===== src/sv/hrf_pkg.sv =====
`timescale 1ns / 1ps
`default_nettype none
package hrf_pkg;

	localparam int COUNT_BITS_DEF = 24;
	localparam int HDR_LIMIT_W    = 16;
	localparam int REQ_LIMIT_W    = 24;
	localparam int HDR_COUNT_W    = 17;
	localparam int OUT_COUNT_W    = 24;
	localparam int TDATA_IN_W     = 8;
	localparam int TDATA_OUT_W    = 80;

	localparam logic [HDR_LIMIT_W-1:0] MAX_HDR_RESET = 16'd16384;
	localparam logic [REQ_LIMIT_W-1:0] MAX_REQ_RESET = 24'd1048576;

	localparam logic [7:0] CHAR_CR = 8'h0D;
	localparam logic [7:0] CHAR_LF = 8'h0A;

	localparam logic [3:0] KEY_LEN = 4'd15;

	// register map, word index taken from paddr[2]
	localparam logic REG_MAX_HDR = 1'b0;
	localparam logic REG_MAX_REQ = 1'b1;

	// result status codes
	localparam logic [2:0] ST_IDLE   = 3'd0;
	localparam logic [2:0] ST_RECV   = 3'd1;
	localparam logic [2:0] ST_DONE   = 3'd2;
	localparam logic [2:0] ST_HDR_BIG = 3'd3;
	localparam logic [2:0] ST_BAD_LEN = 3'd4;
	localparam logic [2:0] ST_TOO_BIG = 3'd5;
	localparam logic [2:0] ST_DISC   = 3'd6;

	typedef enum logic [6:0] {
		PH_IDLE = 7'b0000001,
		PH_HEAD = 7'b0000010,
		PH_BODY = 7'b0000100,
		PH_DONE = 7'b0001000,
		PH_EHDR = 7'b0010000,
		PH_ELEN = 7'b0100000,
		PH_EBIG = 7'b1000000
	} phase_t;

	typedef enum logic [4:0] {
		VP_NONE   = 5'b00001,
		VP_SKIP   = 5'b00010,
		VP_SIGN   = 5'b00100,
		VP_DIGITS = 5'b01000,
		VP_STOP   = 5'b10000
	} value_phase_t;

	// lower-case "content-length:"
	function automatic logic [7:0] key_char(input logic [3:0] idx);
		logic [7:0] c;
		case (idx)
			4'd0:    c = "c";
			4'd1:    c = "o";
			4'd2:    c = "n";
			4'd3:    c = "t";
			4'd4:    c = "e";
			4'd5:    c = "n";
			4'd6:    c = "t";
			4'd7:    c = "-";
			4'd8:    c = "l";
			4'd9:    c = "e";
			4'd10:   c = "n";
			4'd11:   c = "g";
			4'd12:   c = "t";
			4'd13:   c = "h";
			4'd14:   c = ":";
			default: c = 8'h00;
		endcase
		return c;
	endfunction

	function automatic logic is_space(input logic [7:0] b);
		return (b == 8'h20) || (b inside {[8'h09:8'h0D]});
	endfunction

	function automatic logic is_digit(input logic [7:0] b);
		return b inside {[8'h30:8'h39]};
	endfunction

	function automatic logic [2:0] status_of(input phase_t ph);
		logic [2:0] s;
		case (ph)
			PH_HEAD, PH_BODY: s = ST_RECV;
			PH_DONE:          s = ST_DONE;
			PH_EHDR:          s = ST_HDR_BIG;
			PH_ELEN:          s = ST_BAD_LEN;
			PH_EBIG:          s = ST_TOO_BIG;
			default:          s = ST_IDLE;
		endcase
		return s;
	endfunction

endpackage
`default_nettype wire


===== src/sv/http_request_framer.sv =====
// HTTP request framer.
// Slave stream: one transfer per received byte. s_tdata carries the byte, s_tuser
// carries the event kind (0 = data byte, 1 = peer closed / error, back to idle).
// Master stream: one transfer per input transfer, in order, with the request
// status, the byte passed through (zero when not kept), the kept flag, the
// header length, the parsed Content-Length and the body byte count.
// APB port: word 0 = max header bytes (16 bit), word 4 = max request bytes
// (24 bit); write only while the stream is idle. pready is tied high.
// Path: an accepted byte passes an input register, then the result register,
// before it is presented on the master side.
// Throughput: one byte per cycle unless m_tready stalls the output; the per-byte
// key/terminator matchers and the times-ten length accumulator are combinational.
// Stall: when m_tready is low the result holds, the input register fills and
// s_tready drops one transfer later; nothing is dropped or repeated.
// Reset (arst_n low): framer idle, all counters zero, limits back to 16 KiB
// header and 1 MiB request.
`timescale 1ns / 1ps
`default_nettype none
module http_request_framer import hrf_pkg::*; #(
	parameter int COUNT_BITS = COUNT_BITS_DEF
) (
	input  wire logic                   clk,
	input  wire logic                   arst_n,
	// slave stream
	input  wire logic                   s_tvalid,
	output logic                        s_tready,
	input  wire logic [TDATA_IN_W-1:0]  s_tdata,   // [7:0] data_byte
	input  wire logic                   s_tuser,   // [0] op
	// master stream
	output logic                        m_tvalid,
	input  wire logic                   m_tready,
	// [2:0] status, [10:3] byte_out, [11] byte_kept, [27:12] header_length,
	// [51:28] content_length, [75:52] body_received, [79:76] zero
	output logic [TDATA_OUT_W-1:0]      m_tdata,
	// APB configuration
	input  wire logic                   psel,
	input  wire logic                   penable,
	input  wire logic                   pwrite,
	input  wire logic [2:0]             paddr,
	input  wire logic [31:0]            pwdata,
	output logic [31:0]                 prdata,
	output logic                        pready
);

	localparam int CB     = COUNT_BITS;
	localparam int PROD_W = CB + 4;
	localparam int SUM_W  = (CB + 1 > REQ_LIMIT_W) ? CB + 1 : REQ_LIMIT_W;
	localparam int CLW    = (CB > OUT_COUNT_W) ? CB : OUT_COUNT_W;
	localparam logic [CB-1:0]          COUNT_MAX = {CB{1'b1}};
	localparam logic [HDR_COUNT_W-1:0] HCNT_MAX  = {HDR_COUNT_W{1'b1}};
	localparam logic [OUT_COUNT_W-1:0] OUT_MAX   = {OUT_COUNT_W{1'b1}};

	function automatic logic [OUT_COUNT_W-1:0] clamp24(input logic [CB-1:0] x);
		logic [CLW-1:0] w;
		w = CLW'(x);
		return (w > CLW'(OUT_MAX)) ? OUT_MAX : w[OUT_COUNT_W-1:0];
	endfunction

	// ---------------- configuration ----------------
	logic [HDR_LIMIT_W-1:0] max_hdr_q;
	logic [REQ_LIMIT_W-1:0] max_req_q;
	logic                   cfg_wr;

	assign pready = 1'b1;
	assign cfg_wr = psel && penable && pwrite;

	always_ff @(posedge clk or negedge arst_n) begin
		if (!arst_n) begin
			max_hdr_q <= MAX_HDR_RESET;
			max_req_q <= MAX_REQ_RESET;
		end else if (cfg_wr) begin
			if (paddr[2] == REG_MAX_HDR) max_hdr_q <= pwdata[HDR_LIMIT_W-1:0];
			else                         max_req_q <= pwdata[REQ_LIMIT_W-1:0];
		end
	end

	always_comb begin
		if (paddr[2] == REG_MAX_HDR) prdata = 32'(max_hdr_q);
		else                         prdata = 32'(max_req_q);
	end

	// ---------------- input register ----------------
	logic       valid_s1;
	logic       op_s1;
	logic [7:0] byte_s1;
	logic       advance;
	logic       in_xfer;

	assign advance  = !m_tvalid || m_tready;
	assign s_tready = !valid_s1 || advance;
	assign in_xfer  = s_tvalid && s_tready;

	always_ff @(posedge clk or negedge arst_n) begin
		if (!arst_n) begin
			valid_s1 <= 1'b0;
		end else if (in_xfer) begin
			valid_s1 <= 1'b1;
		end else if (advance) begin
			valid_s1 <= 1'b0;
		end
	end

	always_ff @(posedge clk) begin
		if (in_xfer) begin
			op_s1   <= s_tuser;
			byte_s1 <= s_tdata;
		end
	end

	// ---------------- framer state ----------------
	phase_t                 phase_q, phase_n;
	logic [1:0]             tm_q, tm_n;
	logic [3:0]             km_q, km_n;
	logic                   found_q, found_n;
	value_phase_t           vp_q, vp_n;
	logic                   neg_q, neg_n;
	logic                   digit_q, digit_n;
	logic                   pcr_q, pcr_n;
	logic [CB-1:0]          acc_q, acc_n;
	logic [HDR_COUNT_W-1:0] hc_q, hc_n;
	logic [CB-1:0]          bc_q, bc_n;

	logic [2:0]             r_status;
	logic                   r_kept;
	logic [HDR_LIMIT_W-1:0] r_hlen;
	logic [OUT_COUNT_W-1:0] r_clen;
	logic [OUT_COUNT_W-1:0] r_body;

	logic [7:0]             lb;
	logic [PROD_W-1:0]      prod;
	logic [SUM_W-1:0]       total;
	logic                   add_dig;
	logic                   hdr_done;

	always_comb begin
		phase_n  = phase_q;
		tm_n     = tm_q;
		km_n     = km_q;
		found_n  = found_q;
		vp_n     = vp_q;
		neg_n    = neg_q;
		digit_n  = digit_q;
		pcr_n    = pcr_q;
		acc_n    = acc_q;
		hc_n     = hc_q;
		bc_n     = bc_q;
		r_status = ST_IDLE;
		r_kept   = 1'b0;
		r_hlen   = '0;
		r_clen   = '0;
		r_body   = '0;
		add_dig  = 1'b0;
		hdr_done = 1'b0;
		total    = '0;
		lb       = (byte_s1 inside {["A":"Z"]}) ? byte_s1 + 8'd32 : byte_s1;
		// acc * 10 + digit, saturated below
		prod     = (PROD_W'(acc_q) << 3) + (PROD_W'(acc_q) << 1) + PROD_W'(byte_s1[3:0]);

		if (op_s1) begin
			// close: report a drop only while a request is open
			r_status = (phase_q == PH_HEAD || phase_q == PH_BODY) ? ST_DISC : ST_IDLE;
			phase_n  = PH_IDLE;
			tm_n     = '0;
			km_n     = '0;
			found_n  = 1'b0;
			vp_n     = VP_NONE;
			neg_n    = 1'b0;
			digit_n  = 1'b0;
			pcr_n    = 1'b0;
			acc_n    = '0;
			hc_n     = '0;
			bc_n     = '0;
		end else begin
			if (phase_q == PH_IDLE || phase_q == PH_HEAD) begin
				// idle state is already cleared, so a byte there just opens the header
				phase_n = PH_HEAD;
				hc_n    = (hc_q == HCNT_MAX) ? hc_q : hc_q + 1'b1;
				if (hc_n > HDR_COUNT_W'(max_hdr_q)) begin
					phase_n = PH_EHDR;
				end else begin
					if (found_q) begin
						case (vp_q)
							VP_SKIP: begin
								if (byte_s1 == CHAR_LF && pcr_q) begin
									pcr_n = 1'b0;
									vp_n  = VP_STOP;
								end else if (byte_s1 == CHAR_CR) begin
									pcr_n = 1'b1;
								end else if (is_space(byte_s1)) begin
									pcr_n = 1'b0;
								end else begin
									pcr_n = 1'b0;
									if (byte_s1 == "+") begin
										vp_n = VP_SIGN;
									end else if (byte_s1 == "-") begin
										neg_n = 1'b1;
										vp_n  = VP_SIGN;
									end else if (is_digit(byte_s1)) begin
										add_dig = 1'b1;
									end else begin
										vp_n = VP_STOP;
									end
								end
							end
							VP_SIGN, VP_DIGITS: begin
								if (is_digit(byte_s1)) add_dig = 1'b1;
								else                   vp_n = VP_STOP;
							end
							default: ;
						endcase
						if (add_dig) begin
							acc_n   = (prod[PROD_W-1:CB] != '0) ? COUNT_MAX : prod[CB-1:0];
							digit_n = 1'b1;
							vp_n    = VP_DIGITS;
						end
					end else begin
						if (lb == key_char(km_q)) km_n = km_q + 1'b1;
						else                      km_n = (lb == "c") ? 4'd1 : 4'd0;
						if (km_n == KEY_LEN) begin
							found_n = 1'b1;
							km_n    = '0;
							vp_n    = VP_SKIP;
						end
					end

					// CR LF CR LF tracker
					if (byte_s1 == (tm_q[0] ? CHAR_LF : CHAR_CR)) begin
						tm_n = tm_q + 1'b1;
						if (tm_q == 2'd3) begin
							tm_n = '0;
							total = SUM_W'(hc_n) + SUM_W'(acc_n);
							if (found_n && (!digit_n || (neg_n && acc_n != '0))) begin
								acc_n   = '0;
								phase_n = PH_ELEN;
							end else if (total > SUM_W'(max_req_q)) begin
								phase_n = PH_EBIG;
							end else begin
								phase_n = (acc_n == '0) ? PH_DONE : PH_BODY;
							end
						end
					end else begin
						tm_n = (byte_s1 == CHAR_CR) ? 2'd1 : 2'd0;
					end
				end
				r_kept = (phase_n == PH_HEAD || phase_n == PH_BODY || phase_n == PH_DONE);
			end else if (phase_q == PH_BODY) begin
				bc_n = bc_q + 1'b1;
				if (bc_n >= acc_q) phase_n = PH_DONE;
				r_kept = 1'b1;
			end

			r_status = status_of(phase_n);
			hdr_done = (phase_n == PH_BODY || phase_n == PH_DONE ||
			            phase_n == PH_ELEN || phase_n == PH_EBIG);
			if (hdr_done) begin
				r_hlen = (hc_n > HDR_COUNT_W'(16'hFFFF)) ? 16'hFFFF : hc_n[HDR_LIMIT_W-1:0];
				r_clen = clamp24(acc_n);
			end
			r_body = clamp24(bc_n);
		end
	end

	logic step;
	assign step = valid_s1 && advance;

	always_ff @(posedge clk or negedge arst_n) begin
		if (!arst_n) begin
			phase_q <= PH_IDLE;
			tm_q    <= '0;
			km_q    <= '0;
			found_q <= 1'b0;
			vp_q    <= VP_NONE;
			neg_q   <= 1'b0;
			digit_q <= 1'b0;
			pcr_q   <= 1'b0;
			acc_q   <= '0;
			hc_q    <= '0;
			bc_q    <= '0;
		end else if (step) begin
			phase_q <= phase_n;
			tm_q    <= tm_n;
			km_q    <= km_n;
			found_q <= found_n;
			vp_q    <= vp_n;
			neg_q   <= neg_n;
			digit_q <= digit_n;
			pcr_q   <= pcr_n;
			acc_q   <= acc_n;
			hc_q    <= hc_n;
			bc_q    <= bc_n;
		end
	end

	// ---------------- result register ----------------
	logic [TDATA_OUT_W-1:0] res_q;

	always_ff @(posedge clk or negedge arst_n) begin
		if (!arst_n) begin
			m_tvalid <= 1'b0;
		end else if (advance) begin
			m_tvalid <= valid_s1;
		end
	end

	always_ff @(posedge clk) begin
		if (step) begin
			res_q <= {4'b0000, r_body, r_clen, r_hlen, r_kept,
			          (r_kept ? byte_s1 : 8'h00), r_status};
		end
	end

	assign m_tdata = res_q;

endmodule
`default_nettype wire


===== config.mk =====
export PLATFORM = sky130hd
export DESIGN_NAME = http_request_framer
export DESIGN_NICKNAME = d
export VERILOG_FILES = /design/src/sv/hrf_pkg.sv /design/src/sv/http_request_framer.sv
export SDC_FILE = /design/constraint.sdc
export NUM_CORES = 1
export LEC_CHECK = 0
export BUFFER_PORTS_ARGS = -buffer_cell sky130_fd_sc_hd__buf_2
export CAP_MARGIN = 20
export CORE_MARGIN = 5
export CORE_UTILIZATION = 67
export CTS_BUF_LIST = sky130_fd_sc_hd__clkbuf_8
export DETAILED_ROUTE_END_ITERATION = 8
export PLACE_DENSITY = 0.89
export SLEW_MARGIN = 40
export SYNTH_ARGS = -nofsm -noshare
export SYNTH_HDL_FRONTEND = slang
export SYNTH_SLANG_ARGS = --single-unit

===== constraint.sdc =====
create_clock -name clk -period 14.2 [get_ports clk]
set_input_delay 0.71 -clock clk [delete_from_list [all_inputs] [get_ports clk]]
set_output_delay 0.71 -clock clk [all_outputs]
set_load 0.005 [all_outputs]

==> metrics.txt, run 1 <==
all-layer global routing usage=between 30% and 40%; TritonCTS clock tree=built; die height=between 150 and 200 um; max-slew violations=0; # H-tree levels=2; post-cts sizing count=0; Slew headroom=43.90%; crit path launch=byte_s1[3]$_DFFE_PP_; Hold Path Class=primary input to asynchronous set/reset pin; Leak=around 8 nW; First-pass DRT Iterations=6; Residual DRC=0; Site Rows=56; Setup Buffers After CTS=0; Post-synth ARST share=60.28%; Critical Path RT=14460 ps; Clock Path Buffers=3; Synth warnings=0; Reg clk slew, reported paths=roughly 70 ps; via count=between 10000 and 15000; number of synthesized register bits=between 200 and 250; number of flops mapped to enable cells by yosys=85; CP Data Arrival Time=approximately 12000 ps; RR Endpoint=m_tdata[37]$_SDFFCE_PP0P_; CP most frequent cell=a21oi_1; routed wire length=43170 um; simple-gate portion of the synthesized area=17.42%; Nets=2015; mean post-synth cell area=9.218 sq um; CTS Root Cell=clkbuf_8; MaxCap Viol Count=0; Crit Reg-Reg Startpoint=byte_s1[3]$_DFFE_PP_; CP top delay family=compound AO/OA/AOI/OAI gates; Final Power=0.001813 W; TritonCTS buffer count=37; post-synthesis mux area share=approximately 3.4%; status=complete, no violations; RSZ-0062 raised after global routing=false; CTS sink count=214; sum of buffers and inverters on the critical path=3; Ports=166; final worst-path cycle share=roughly 80%; main combinational cell family by area after synthesis=compound AO/OA/AOI/OAI gates; R2R depth=38; adder-cell share of the synthesized area=11.36%; Clock Latency Late Sink=roughly 570 ps; fillers=around 1600; Synth Cell Area=0.01573 sq mm; # hold bufs at CTS=0; reg2reg setup slack=2800 ps; hold_ws=~130 ps; compound-cell area share of the yosys netlist=a little under a fifth; DRT iter0 DRCs=between 1500 and 2000; layout cells sized above 1=17.33%; vias in the first global route=13610; register area share after synthesis=approximately 37%; clock skew=30.80 ps; ANT cells=0; CP Capture Point=m_tdata[37]$_SDFFCE_PP0P_; Final setup viols=0; crit-path max cell delay=approximately 740 ps; endpoints failing hold=0; CP endpoint kind=register; Synth Flop Type=dfrtp_1; Setup crit start kind=register; maximum clock frequency=87.69 MHz; pwr dens=around 100 mW/mm^2; min cycle time layout=11400 ps; Syn Inst Count=roughly 1700; dpl hpwl=31200 um; Max VDD drop=0.09659 mV; post-synth cell types=84; largest net degree at the start of global routing=between 70 and 80; Initial Util=about two thirds; gr ovfl total=0; RD Place Congestion=0.9726; Critical Path Stages=38; initial antenna violation count=0; post-DR wirelength/cell=a little under 20 um; slew at the pin closest to its max-slew limit=841.5 ps; Die W=about 160 um; core area=0.02326 sq mm; Layout area overhead=10.34%; die area=0.02664 sq mm; first-pass GRT wire length=~69000 um; xor and xnor area share after synthesis=7.129%; slowest stage cell, crit path=o41ai_1; Crit Path Category=register to register; vias per std cell=~6.4; setup tns final=0 ps; worst-path fanout max=40; Routed Antenna Nets=0; port bufs=between 100 and 150
## report_power, final
| group | total (W) | internal (W) | switching [W] | leakage (nW) |
|---|---|---|---|---|
| Sequential | 0.000753 | 0.000708 | 0.0000455 | 2.55 |
| Combinational | 0.000477 | 0.000156 | 0.000320 | 5.01 |
| Clock | 0.000583 | 0.000314 | 0.000269 | 0.439 |
| Total | 0.00181 | 0.00118 | 0.000635 | 8.00 |
## Yosys cell counts (5+ instances only)
master,n,area (sq um)
nand2_1,202,758.2
ha_1,138,1727
dfrtp_1,125,3128
nor2_1,114,427.9
o21ai_0,107,535.5
inv_1,98,367.9
a21oi_1,88,440.4
edfxtp_1,85,2552
xor2_1,69,604.3
clkbuf_1,60,225.2
xnor2_1,59,516.8
mux2_2,44,495.5
a22oi_1,39,292.8
nand3_1,34,170.2
nor3_1,32,160.2
and3_1,31,193.9
a21o_1,26,195.2
a22o_1,25,219.0
and2_1,25,156.4
nor3_2,23,230.2
nand4_1,21,131.4
o31ai_1,21,157.7
a211oi_2,18,225.2
a31oi_1,16,100.1
nand2b_1,15,93.84
buf_4,13,97.59
nor2b_1,13,81.33
o211ai_1,13,97.59
a211oi_1,10,75.07
nor4_1,9,56.30
buf_2,7,35.03
o21a_1,7,52.55
o22ai_1,7,43.79
o21ai_1,6,30.03
o21bai_1,6,45.04
buf_1,5,18.77
buf_6,5,56.30
or2_2,5,31.28
or3_1,5,31.28
## per-layer routing
metal  up-vias  part of all wire (%)  global-route usage, %
met5         -                     0                      0
met3       154                   8.7                  6.233
met2       789                    48                  53.55
met1      6676                    39                  40.98
met4         0                   4.1                  13.92
li1       6382                     -                      -
## cells by family after synthesis
group           after synthesis
compound gates              433
xor+xnor                    128
fa+ha+maj                   141
buf+inv                     188
flops                       214
mux                          48
other cells                   2
simple gates                552
## placed cells by master, fill, tap and decap left out, types with 44 or more instances in the layout
| master | n |
|---|---|
| dfrtp_1 | 125 |
| o21ai_0 | 106 |
| mux2_2 | 44 |
| buf_2 | 141 |
| xnor2_1 | 59 |
| xor2_1 | 69 |
| edfxtp_1 | 85 |
| nand2_1 | 201 |
| inv_1 | 113 |
| a21oi_1 | 87 |
| ha_1 | 138 |
| nor2_1 | 114 |
## stage by stage
stage          worst slack (ps)  util [%]  cell area [sq um]  std cells
2_1_floorplan              5382         -              15770       1717
3_3_place_gp               3468     71.26              16580       2102
3_5_place_dp               3164     71.34              16590       2103
4_1_cts                    3070     74.58              17350       2171
5_1_grt                    2212     74.60              17350       2171
6_report                   2797     74.60              17350       2171
## how the worst min path moves through the flow
stage / from / endpoint / slack (ps) / cells after the start
finish: arst_n / bc_q[23]$_DFFE_PN0P_ / 130 / 1
global route: arst_n / bc_q[23]$_DFFE_PN0P_ / 160 / 1
CTS: arst_n / km_q[1]$_DFFE_PN0P_ / 250 / 1
detailed placement: vp_q[0]$_DFFE_PN1P_ / vp_q[0]$_DFFE_PN1P_ / 460 / 2
global placement: vp_q[0]$_DFFE_PN1P_ / vp_q[0]$_DFFE_PN1P_ / 460 / 2
floorplan: arst_n / acc_q[0]$_DFFE_PN0P_ / 410 / 0
## registers in the layout, indices dropped and copies added, names as in the netlist, 5 cells and up
signal / flops
max_hdr_q: 16
m_tdata: 76
acc_q: 24
max_req_q: 24
bc_q: 24
hc_q: 17
vp_q: 5
byte_s1: 8
phase_q: 7
## cell type report
class | count | area, sq um | share of cell area, %
flip-flops and latches | 214 | 5786 | 33.34
clock buffers | 39 | 536.8 | 3.093
inverters | 98 | 370.4 | 2.134
clock inverters | 29 | 216.5 | 1.247
multi-input cells | 1315 | 9211 | 53.08
well taps | 319 | 399.1 | 2.300
repair buffers | 157 | 833.3 | 4.802
Power figures use the tool's default switching activity.
==> inputs of run 2 (changes only) <==
--- a/config.mk
+++ b/config.mk
@@ -8,10 +8,10 @@
 export BUFFER_PORTS_ARGS = -buffer_cell sky130_fd_sc_hd__buf_2
 export CAP_MARGIN = 20
 export CORE_MARGIN = 5
-export CORE_UTILIZATION = 67
+export CORE_UTILIZATION = 56
 export CTS_BUF_LIST = sky130_fd_sc_hd__clkbuf_8
 export DETAILED_ROUTE_END_ITERATION = 8
-export PLACE_DENSITY = 0.89
+export PLACE_DENSITY = 0.8
 export SLEW_MARGIN = 40
 export SYNTH_ARGS = -nofsm -noshare
 export SYNTH_HDL_FRONTEND = slang
==> constraint.sdc (replaced) <==
create_clock -name clk -period 9.94 [get_ports clk]
set_input_delay 0.497 -clock clk [delete_from_list [all_inputs] [get_ports clk]]
set_output_delay 0.497 -clock clk [all_outputs]
set_load 0.005 [all_outputs]
==> run 2 against run 1 <==
  * Sequential power is 42% higher
  * Total power up 46%
  * Clock skew decreased by 6.2 ps
  * Combinational power up 44%
  * Critical path type unchanged
  * Critical endpoint is now m_tdata[26]$_SDFFCE_PP0P_
  * Highest routed layer unchanged
==> metrics.txt, run 2 (same netlist as run 1, synthesis figures left out) <==
R2R depth=39; all-layer global routing usage=approximately 27%; die area=0.03153 sq mm; RR Endpoint=m_tdata[26]$_SDFFCE_PP0P_; TritonCTS clock tree=built; sum of buffers and inverters on the critical path=5; Residual DRC=0; post-DR wirelength/cell=19.75 um; Die W=177.6 um; CP endpoint kind=register; CP Data Arrival Time=9850 ps; Clock Latency Late Sink=540 ps; CP Capture Point=m_tdata[26]$_SDFFCE_PP0P_; CP most frequent cell=a21oi_1; Nets=2033; Reg clk slew, reported paths=roughly 60 ps; status=complete, no violations; via count=13710; gr ovfl total=0; first-pass GRT wire length=70100 um; # H-tree levels=2; maximum clock frequency=104.1 MHz; Leak=8.121 nW; Largest register FFs=76; vias in the first global route=about 13000; CP top delay family=compound AO/OA/AOI/OAI gates; ANT cells=0; MaxCap Viol Count=0; Final setup viols=0; worst-path fanout max=10; layout cells sized above 1=18.62%; CTS sink count=around 210; Setup crit start kind=register; die height=177.6 um; core area=0.02778 sq mm; Crit Reg-Reg Startpoint=byte_s1[3]$_DFFE_PP_; clock skew=approximately 25 ps; Critical Path Stages=39; routed wire length=44370 um; initial antenna violation count=0; placed cells=2172; crit path launch=byte_s1[3]$_DFFE_PP_; most frequent cells in the layout=201 x nand2_1, 141 x buf_2, 138 x ha_1; DRT iter0 DRCs=1244; Initial Util=56.61%; Hold Path Class=primary input to register; reg2reg setup slack=330 ps; slowest stage cell, crit path=o41a_1; slew at the pin closest to its max-slew limit=roughly 820 ps; most common cell after layout, fill and taps aside=nand2_1; Clock Path Buffers=3; max-slew violations=0; TritonCTS buffer count=39; Max VDD drop=0.1331 mV; vias per std cell=6.099; Critical Path RT=10190 ps; min cycle time layout=9608 ps; setup tns final=0 ps; endpoints failing hold=0; port bufs=142; final worst-path cycle share=96.66%; pwr dens=149.3 mW/mm^2; CTS Root Cell=clkbuf_8; Routed Antenna Nets=0; Site Rows=61; First-pass DRT Iterations=5; crit-path max cell delay=approximately 580 ps; Ports=166; dpl hpwl=32180 um; Non-Filler Instances=2247; Slew headroom=between 40% and 50%; RD Place Congestion=about 1; largest net degree at the start of global routing=72; Layout area overhead=12.33%; Util after Layout=between 60% and 70%; Crit Path Category=register to register
[run 2: through the flow]
| stage | instance area, sq um | power, W | hold slack [ps] | setup WS, ps |
|---|---|---|---|---|
| final | 17670 | 0.002638 | 128.6 | 332.1 |
| after global routing | 17670 | 0.002772 | 98.62 | -148.2 |
| after CTS | 17570 | 0.002634 | 108.4 | 223.7 |
| after detailed placement | 16760 | 0.001755 | 479.1 | 315.5 |
| after global placement | 16740 | 0.001727 | 459.1 | 603.9 |
| after floorplan | 15770 | 0.001520 | 201.4 | 1122 |
[run 2: timing repair]
action | in CTS | in global routing
endpoints found under the hold margin | 17 | 0
setup endpoints to repair | 0 | 41
hold buffers | 1 | 0
resized for setup | 0 | 11
setup buffers | 0 | 3
[run 2: how the worst min path moves through the flow]
stage	from	end	cells after the start
6_report	s_tdata[0]	byte_s1[0]$_DFFE_PP_	1
5_1_grt	s_tdata[3]	byte_s1[3]$_DFFE_PP_	1
4_1_cts	s_tdata[3]	byte_s1[3]$_DFFE_PP_	1
3_5_place_dp	vp_q[0]$_DFFE_PN1P_	vp_q[0]$_DFFE_PN1P_	2
3_3_place_gp	vp_q[0]$_DFFE_PN1P_	vp_q[0]$_DFFE_PN1P_	2
2_1_floorplan	arst_n	acc_q[0]$_DFFE_PN0P_	0
[run 2: area by class of cell]
cell class	count	area, sq um
Fill cell	2320	10120
Multi-Input combinational cell	1315	9248
Sequential cell	214	5786
Timing Repair Buffer	173	993.5
Clock buffer	42	578.1
Tap cell	378	473.0
Inverter	98	370.4
Clock inverter	27	217.7
[run 2: power by group]
part / internal (W) / switching [W] / leakage [nW]
Clock: 0.000494 / 0.000383 / 0.452
Combinational: 0.000226 / 0.000460 / 5.12
Sequential: 0.00101 / 0.0000631 / 2.55
[run 2: worst register-to-register path, delay by kind of cell, from the launching register on]
kind | cells | cell delay [ps]
AOI/OAI and AO/OA | 22 | 5100
xor gates and xnor gates | 1 | 100
adders and majority gates | 4 | 1550
buffers and inverters | 5 | 870
DFF | 1 | 440
and+or+nand+nor | 7 | 1290
[run 2: routing by layer]
layer,routed length [um],global-route usage [%],up-vias,part of all wire [%]
li1,-,-,6393,-
met1,18350,36.87,6619,41
met2,20790,44.84,588,47
met3,3436,4.815,105,7.7
met4,1796,9.861,0,4.0
met5,0,0,-,0
==> inputs of run 3 (changes only) <==
--- a/config.mk
+++ b/config.mk
@@ -7,10 +7,13 @@
 export LEC_CHECK = 0
 export BUFFER_PORTS_ARGS = -buffer_cell sky130_fd_sc_hd__buf_2
 export CAP_MARGIN = 20
+export CORE_ASPECT_RATIO = 1.4
 export CORE_MARGIN = 5
 export CORE_UTILIZATION = 56
 export CTS_BUF_LIST = sky130_fd_sc_hd__clkbuf_8
+export CTS_CLUSTER_DIAMETER = 60
 export DETAILED_ROUTE_END_ITERATION = 8
+export GPL_TIMING_DRIVEN = 0
 export PLACE_DENSITY = 0.8
 export SLEW_MARGIN = 40
 export SYNTH_ARGS = -nofsm -noshare
==> run 3 against run 2 <==
  * Via count grew 1.5%
  * Final area rose by 1.2%
  * Die area rose by 0.15%
  * Critical path depth increased by 2
  * Cell count up 2.4%
  * Largest cell class unchanged
  * Largest power group unchanged
  * Highest routed layer unchanged
==> metrics.txt, run 3 (same netlist as run 1, synthesis figures left out) <==
crit-path max cell delay=580 ps; Reg clk slew, reported paths=60 ps; die height=208.3 um; max-slew violations=0; CP Data Arrival Time=approximately 10000 ps; # H-tree levels=2; reg2reg setup slack=360 ps; MaxCap Viol Count=0; worst-path fanout max=10; fillers=2303; Routed Antenna Nets=0; clock skew=26.55 ps; dpl hpwl=35520 um; CP top delay family=compound AO/OA/AOI/OAI gates; DRT iter0 DRCs=1111; Site Rows=72; Critical Path RT=10290 ps; post-DR wirelength/cell=19.97 um; Crit Path Category=register to register; core area=0.02766 sq mm; Nets=2097; via count=between 10000 and 15000; Slew headroom=42.92%; Hold Path Class=primary input to register; Max VDD drop=0.1393 mV; Final setup viols=0; Clock Latency Late Sink=roughly 560 ps; sum of buffers and inverters on the critical path=6; most common cell after layout, fill and taps aside=nand2_1; First-pass DRT Iterations=5; placed cells=2232; Initial Util=56.86%; final worst-path cycle share=96.36%; Residual DRC=0; status=complete, no violations; gr ovfl total=0; slew at the pin closest to its max-slew limit=848.4 ps; vias in the first global route=14070; Layout area overhead=13.64%; Leak=8.210 nW; layout cells sized above 1=18.28%; min cycle time layout=9578 ps; Setup crit start kind=register; slowest stage cell, crit path=fa_1; routed wire length=45940 um; all-layer global routing usage=28.74%; CTS Root Cell=clkbuf_8; Largest register FFs=76; initial antenna violation count=0; CP most frequent cell=a21oi_1; RD Place Congestion=~0.94; Ports=166; ANT cells=0; CTS sink count=214; maximum clock frequency=between 100 and 150 MHz; Die W=151.6 um; TritonCTS clock tree=built; CP endpoint kind=register; vias per std cell=6.043; pwr dens=144.0 mW/mm^2; first-pass GRT wire length=approximately 72000 um; largest net degree at the start of global routing=67; fin area=0.01787 sq mm; most frequent cells in the layout=201 x nand2_1, 148 x buf_2, 138 x ha_1; Final Power=between 0.002 and 0.003 W; TritonCTS buffer count=35; placed standard-cell area=0.01703 sq mm; Clock Path Buffers=3; endpoints failing hold=0; die area=0.03158 sq mm; Non-Filler Instances=2301; port bufs=between 100 and 150
[run 3: cell count changes in the layout (fill, tap and decap cells not counted), moves of 3 or more]
cell	previous run	this run
clkbuf_1	0	58
buf_2	141	148
buf_4	25	18
buf_1	0	5
a211oi_1	10	7
a211oi_2	18	21
dfrtp_1	125	122
dfrtp_2	0	3
[run 3: area by class of cell]
type	count	area (sq um)	share of cell area, %
tap	370	462.9	2.590
clock buffer	40	550.5	3.080
clock inverter	23	147.6	0.8261
buffer	90	440.4	2.464
timing repair buffer	151	835.8	4.677
sequential	214	5789	32.39
multi-input combinational	1315	9278	51.91
inverter	98	367.9	2.058
[run 3: repair_timing]
action / CTS / global route
pin swaps: 2 / 3
endpoints found under the setup margin: 49 / 47
buffers inserted: 3 / 2
endpoints found under the hold margin: 62 / 0
hold buffers: 1 / 0
resized for setup: 8 / 15
[run 3: metal layers]
| metal | global-route usage, % | up-vias | share of wire [%] |
|---|---|---|---|
| li1 | - | 6542 | - |
| met1 | 33.78 | 6716 | 38 |
| met2 | 51.44 | 500 | 52 |
| met3 | 3.809 | 148 | 5.2 |
| met4 | 12.84 | 0 | 4.7 |
| met5 | 0 | - | 0 |
[run 3: final timing paths]
path                                      start                        end  cells after the start
min in group asynchronous                arst_n        hc_q[6]$_DFFE_PN0P_                      2
max                        acc_q[0]$_DFFE_PN0P_  m_tdata[49]$_SDFFCE_PP0P_                     41
max reg2reg                acc_q[0]$_DFFE_PN0P_  m_tdata[49]$_SDFFCE_PP0P_                     41
max in group asynchronous                arst_n     phase_q[0]$_DFFE_PN1P_                      3
min reg2reg                 vp_q[0]$_DFFE_PN1P_        vp_q[0]$_DFFE_PN1P_                      2
min                                     s_tuser            op_s1$_DFFE_PP_                      1
[run 3: through the flow]
| step | util, % | TNS, ps | worst slack [ps] | hold slack [ps] |
|---|---|---|---|---|
| final | 64.62 | 0 | 361.5 | 123.6 |
| after global routing | 64.62 | -252.5 | -59.37 | 110.0 |
| after CTS | 64.32 | 0 | 71.71 | 94.47 |
| after detailed placement | 61.56 | -37310 | -964.0 | 466.1 |
| after global placement | 61.26 | -32700 | -847.7 | 463.1 |
| after floorplan | - | 0 | 1122 | 201.4 |
[run 3: where the power goes]
group          internal, W  switching [W]
logic             0.000237       0.000473
clock network     0.000420       0.000370
registers          0.00101      0.0000628
total              0.00167       0.000906
